--- src/hdl/tcw_pkg.sv ---
// ----------------------------------------------------------------------------
// tcw_pkg
// Shared constants, command codes and types of the text console writer.
// ----------------------------------------------------------------------------
package tcw_pkg;

   localparam int COLUMNS    = 80;
   localparam int ROWS       = 25;
   localparam int CELL_TOTAL = COLUMNS * ROWS;
   localparam int SCROLL_LIM = COLUMNS * (ROWS - 1);

   // field widths fixed by the interface
   localparam int OP_W   = 2;
   localparam int CHAR_W = 8;
   localparam int CUR_W  = 11;
   localparam int CELL_W = 16;
   localparam int ATTR_W = 8;

   localparam int ADDR_W = $clog2(CELL_TOTAL);
   localparam int COL_W  = $clog2(COLUMNS);

   localparam logic [OP_W-1:0] OP_WRITE = 2'd0;
   localparam logic [OP_W-1:0] OP_READ  = 2'd1;
   localparam logic [OP_W-1:0] OP_CLEAR = 2'd2;

   localparam logic [CHAR_W-1:0] CHAR_NEWLINE   = 8'd10;
   localparam logic [CHAR_W-1:0] CHAR_BACKSPACE = 8'd8;
   localparam logic [CHAR_W-1:0] CHAR_SPACE     = 8'h20;
   localparam logic [CELL_W-1:0] CELL_RESET     = 16'h0F20;

   localparam logic [2:0] KIND_PUT       = 3'd0;
   localparam logic [2:0] KIND_NEWLINE   = 3'd1;
   localparam logic [2:0] KIND_BACKSPACE = 3'd2;
   localparam logic [2:0] KIND_READ      = 3'd3;
   localparam logic [2:0] KIND_CLEAR     = 3'd4;
   localparam logic [2:0] KIND_NOP       = 3'd5;

   typedef struct packed {
      logic [2:0]        kind;
      logic [CHAR_W-1:0] char_code;
      logic [CUR_W-1:0]  cell_index;
   } tcw_cmd_type;

   // back end to front end
   typedef struct packed {
      logic pop;
      logic busy;
   } tcw_status_type;

endpackage

--- src/hdl/tcw_front.sv ---
// ----------------------------------------------------------------------------
// tcw_front
// Accepts request beats, decodes them into commands and holds them in a
// two-entry queue for the back end.
// ----------------------------------------------------------------------------
module tcw_front
   import tcw_pkg::*;
(
   input  logic                  clock,
   input  logic                  reset,
   input  logic                  req_tvalid,
   output logic                  req_tready,
   input  logic [23:0]           req_tdata,   // op, char_code, cell_index
   input  tcw_status_type        status,
   output logic                  head_valid,
   output tcw_cmd_type           head_cmd
);

   tcw_cmd_type      queue_ff [2];
   logic             wr_ptr_ff, wr_ptr_in;
   logic             rd_ptr_ff, rd_ptr_in;
   logic [1:0]       count_ff, count_in;
   logic             push;
   logic [OP_W-1:0]  op;
   logic [CHAR_W-1:0] char_code;
   logic [CUR_W-1:0] cell_index;
   tcw_cmd_type      cmd;

   assign op         = req_tdata[1:0];
   assign char_code  = req_tdata[9:2];
   assign cell_index = req_tdata[20:10];

   assign req_tready = (count_ff != 2'd2) && !status.busy;
   assign push       = req_tvalid && req_tready;
   assign head_valid = (count_ff != 2'd0);
   assign head_cmd   = queue_ff[rd_ptr_ff];

   always_comb begin
      cmd.char_code  = char_code;
      cmd.cell_index = cell_index;
      case (op)
         OP_WRITE: begin
            if (char_code == CHAR_NEWLINE) begin
               cmd.kind = KIND_NEWLINE;
            end else if (char_code == CHAR_BACKSPACE) begin
               cmd.kind = KIND_BACKSPACE;
            end else begin
               cmd.kind = KIND_PUT;
            end
         end
         OP_READ: begin
            // reads past the screen give zero
            cmd.kind = (cell_index < CUR_W'(CELL_TOTAL)) ? KIND_READ : KIND_NOP;
         end
         OP_CLEAR: begin
            cmd.kind = KIND_CLEAR;
         end
         default: begin
            cmd.kind = KIND_NOP;
         end
      endcase
   end

   always_comb begin
      wr_ptr_in = push ? ~wr_ptr_ff : wr_ptr_ff;
      rd_ptr_in = status.pop ? ~rd_ptr_ff : rd_ptr_ff;
      count_in  = count_ff + {1'b0, push} - {1'b0, status.pop};
   end

   always_ff @(posedge clock) begin
      if (reset) begin
         wr_ptr_ff <= 1'b0;
         rd_ptr_ff <= 1'b0;
         count_ff  <= 2'd0;
      end else begin
         wr_ptr_ff <= wr_ptr_in;
         rd_ptr_ff <= rd_ptr_in;
         count_ff  <= count_in;
      end
   end

   always_ff @(posedge clock) begin
      if (push) begin
         queue_ff[wr_ptr_ff] <= cmd;
      end
   end

endmodule

--- config.mk ---
export PLATFORM = sky130hd
export DESIGN_NAME = tcw_front
export DESIGN_NICKNAME = d
export VERILOG_FILES = /design/src/hdl/tcw_pkg.sv /design/src/hdl/tcw_front.sv
export SDC_FILE = /design/constraint.sdc
export NUM_CORES = 1
export LEC_CHECK = 0
export BUFFER_PORTS_ARGS = -buffer_cell sky130_fd_sc_hd__buf_2
export CORE_MARGIN = 2
export CORE_UTILIZATION = 51
export DETAILED_ROUTE_END_ITERATION = 12
export PLACE_DENSITY_LB_ADDON = 0.12
export REMOVE_ABC_BUFFERS = 1
export SLEW_MARGIN = 20
export SYNTH_ARGS = -nofsm -noshare
export SYNTH_HDL_FRONTEND = slang
export SYNTH_SLANG_ARGS = --single-unit
--- constraint.sdc ---
create_clock -name clock -period 1.9 [get_ports clock]
set_input_delay 0.285 -clock clock [delete_from_list [all_inputs] [get_ports clock]]
set_output_delay 0.285 -clock clock [all_outputs]
set_load 0.02 [all_outputs]
==> results.md <==
Clock tree:
- The hold buffer count at CTS is 0.
- The H-tree was split into 2 levels.
- For the worst-skew pair, the clock arrives at the later sink with an insertion delay of 0.29 ns.
- The clock tree from TritonCTS is yes.
- The clock input transition at the sequential cells of the worst setup and hold paths is 0.07 ns.
- Clock tree synthesis inserted a total of 5 buffers.
- The maximum clock insertion buffer count is 2.
- CTS saw 49 sinks.
- In this run the clock root is driven by a sky130_fd_sc_hd__clkbuf_8.
- The number of setup buffers added after CTS is 0.
- The number of resized instances in the post-cts repair step is 0.

STA:
- Based on the critical path, the design can be clocked at up to 599 MHz.
- The clock arrives with 0.00430 ns of skew.
- Setup repair after global routing left no endpoint under its margin.
- The final-report hold violation count was 0.
- The final worst-path cycle share is 0.879.
- The max-slew violation count is 0.
- The time the worst path needs with I/O delays and setup is 1.67 ns.
- In the final timing run, aggregate negative setup slack is 0 ns.
- Headroom to the max-slew limit came out at 0.713.
- The slew at the pin closest to its max-slew limit is 0.427 ns.
- Setup violations remaining at the end of the flow were counted as 0.

Power and ir drop:
- Summed over all cells, the static leakage comes to 0.873 nW.
- Across the VDD grid, the largest voltage drop is 603 uV.
- Power spread over the standard cell area amounts to 924 mW/mm^2.

Yosys:
- The parity-gate share of the synthesized area counting xor and xnor cells is 0.00920.
- Of the total synthesized cell area, the portion taken by AND, OR, NAND and NOR gates is 0.0624.
- The compound-gate portion of the synthesized area is 0.0250.
- After synthesis, the largest family of logic cells by area is multiplexers.
- Dividing the synthesized area by the synthesized cell count gives 18.7 sq um.
- The number of synthesis warnings is 0.
- Of the post-synthesis cell area, the part taken by muxes is 0.130.
- The sequential fraction of the synthesis area is 0.746.
- The area of the mapped netlist is 0.00190 sq mm.
- The number of library cell types mapped by synthesis is 27.
- Synthesis handed over a netlist of 102 instances.
- Of the total synthesized cell area, the portion taken by full adders, half adders and majority gates is 0.0131.
- The flip-flop and latch count after synthesis is 49.

Place:
- The placed wire-length estimate after detailed placement is 2.07 mm.
- Routability-driven placement finished with a final weighted congestion of 0.691.
- The quantity of I/O buffers inserted on ports is 49.

Critical path:
- The critical path is of the reg -> reg type.
- The startpoint type of the worst setup path is a register.
- The setup check on the worst reg-to-reg path leaves a slack of 0.23 ns.
- The data required time of the worst path is 2.12 ns.
- Data arrives at the worst endpoint at 1.89 ns.
- The top fanout value on the critical path is 4.
- STA classifies the critical path endpoint as a register.

Outcome:
- The flow ran to the end, and the final reports show no timing, DRC or antenna violations.

Route:
- The detail-routed via count per cell is 5.02.
- The first detailed-routing pass took 3 iterations.
- In the final routed layout, each cell accounts on average for 14.0 um.
- The detailed router's first-iteration violation count is 21.
- The number of DRC violations after detailed routing is 0.
- The count of vias placed by the detailed router is 1,044.
- For this block, the routed nets add up to 2.92 mm of wire.
- The count of nets left with antenna violations once routing finished came out at 0.

Cells and area:
- The final layout contains 191 nets.
- At the end of the flow the core is filled with cells to 0.632.
- The number of diodes is 0.
- The area growth from synthesis to layout is 20.6%.
- The fraction of layout instances using a drive strength above 1 is 0.531.

Floorplan:
- The total core area is 0.00363 sq mm.
- The number of top-level pins is 53.
- From left edge to right edge, the die measures 65.1 um.
- The height of the die is 65.1 um.
- The area of the die is 0.00424 sq mm.
- The initial core utilization is 0.524.
- The floorplan has 22 rows.

Global route:
- The total congestion overflow is 0.
- The number of antenna violations at the first check in global routing is 0.
- The number of global-route vias before repair is 1,032.
- The overall fraction of global-route tracks in use is 0.149.
- The first global-routing pass estimated 4.63 mm of wire.
- The largest net degree at the start of global routing is 23.

Flow run:
- The number of maximum-capacitance violations is 0.

Min path:
- The min-delay analysis places its worst path in the category in -> reg.
==> Yosys cell counts, drive strengths merged <==
cell | n | area share
edfxtp | 44 | 0.69
mux2 | 22 | 0.13
dfxtp | 5 | 0.053
nor2 | 5 | 0.0099
buf | 2 | 0.0099
ha | 2 | 0.013
inv | 2 | 0.0039
nor2b | 2 | 0.011
nor4 | 2 | 0.014
nor4b | 2 | 0.0092
a21oi | 1 | 0.0026
a31o | 1 | 0.0046
and2 | 1 | 0.0039
and3 | 1 | 0.0033
nand2 | 1 | 0.0020
nand4 | 1 | 0.0033
nor3 | 1 | 0.0026
o211ai | 1 | 0.0039
o21ba | 1 | 0.0053
o21bai | 1 | 0.0039
o31a | 1 | 0.0046
or2 | 1 | 0.0033
xnor2 | 1 | 0.0046
xor2 | 1 | 0.0046
==> final cells by class <==
| type | count | area (sq um) |
|---|---|---|
| clock buffer | 6 | 72.6 |
| clock inverter | 1 | 3.75 |
| fill | 319 | 1340 |
| inverter | 2 | 7.51 |
| multi-input combinational | 49 | 457 |
| sequential | 49 | 1420 |
| tap | 48 | 60.1 |
| timing repair buffer | 53 | 275 |
==> critical path: stages (launching register included) <==
cell and delay, ns:
sky130_fd_sc_hd__dfxtp_1 0.33, sky130_fd_sc_hd__nor2b_4 0.14, sky130_fd_sc_hd__nor2_1 0.14, sky130_fd_sc_hd__nand2_1 0.07
sky130_fd_sc_hd__ha_1 0.26, sky130_fd_sc_hd__inv_1 0.04, sky130_fd_sc_hd__ha_1 0.17, sky130_fd_sc_hd__xor2_1 0.14
sky130_fd_sc_hd__and2_2 0.18, sky130_fd_sc_hd__nor3_1 0.11
==> cells by family after synthesis <==
family,count (synthesis)
buffers and inverters,4
xor gates and xnor gates,2
adders and majority gates,2
AOI/OAI and AO/OA,6
muxes,22
DFF,49
and+or+nand+nor,17
==> metal layers <==
metal | global-route usage | share of wire
met2 | 0.256 | 0.50
met3 | 0.0497 | 0.059
met1 | 0.181 | 0.42
met4 | 0.0391 | 0.013
met5 | 0 | 0
==> sequential cells by signal, indices dropped and copies added (netlist names), named ones only <==
name and flops:
count_ff 2, rd_ptr_ff 1, wr_ptr_ff 1, queue_ff 44
==> power breakdown <==
group	switching, mW	internal (mW)	leakage (nW)
sequential	0.0202	1.23	0.444
clock	0.291	0.248	0.0387
combinational	0.186	0.144	0.390
total	0.497	1.63	0.873
==> layout by cell type, fill, tap and decap left out, drive strengths merged, types with 2 or more instances in the layout <==
cell    instances
nor4b           2
nor2b           2
nor4            2
clkbuf          6
buf            53
mux2           22
dfxtp           5
ha              2
edfxtp         44
inv             2
nor2            5
==> final timing paths <==
check	from	to	cells past startpoint
setup reg to reg	count_ff[1]	count_ff[1]	9
setup / recovery	count_ff[1]	count_ff[1]	9
hold reg to reg	count_ff[1]	count_ff[1]	2
hold / removal	req_tdata[10]	queue_ff[1][0]	1
==> per-stage QoR <==
stage / cell area [sq um] / setup slack, ns / instances / hold WS, ns / total power, mW
after CTS: 2300 / 0.201 / 208 / 0.178 / 2.15
after global routing: 2300 / 0.0847 / 208 / 0.177 / 2.22
final: 2300 / 0.229 / 208 / 0.185 / 2.12
after global placement: 2220 / 0.272 / 201 / 0.473 / 1.60
after detailed placement: 2220 / 0.222 / 201 / 0.477 / 1.61
after floorplan: 1890 / 0.0471 / 100 / 0.357 / 1.49
Note: power is estimated with default switching activity, not from simulation.
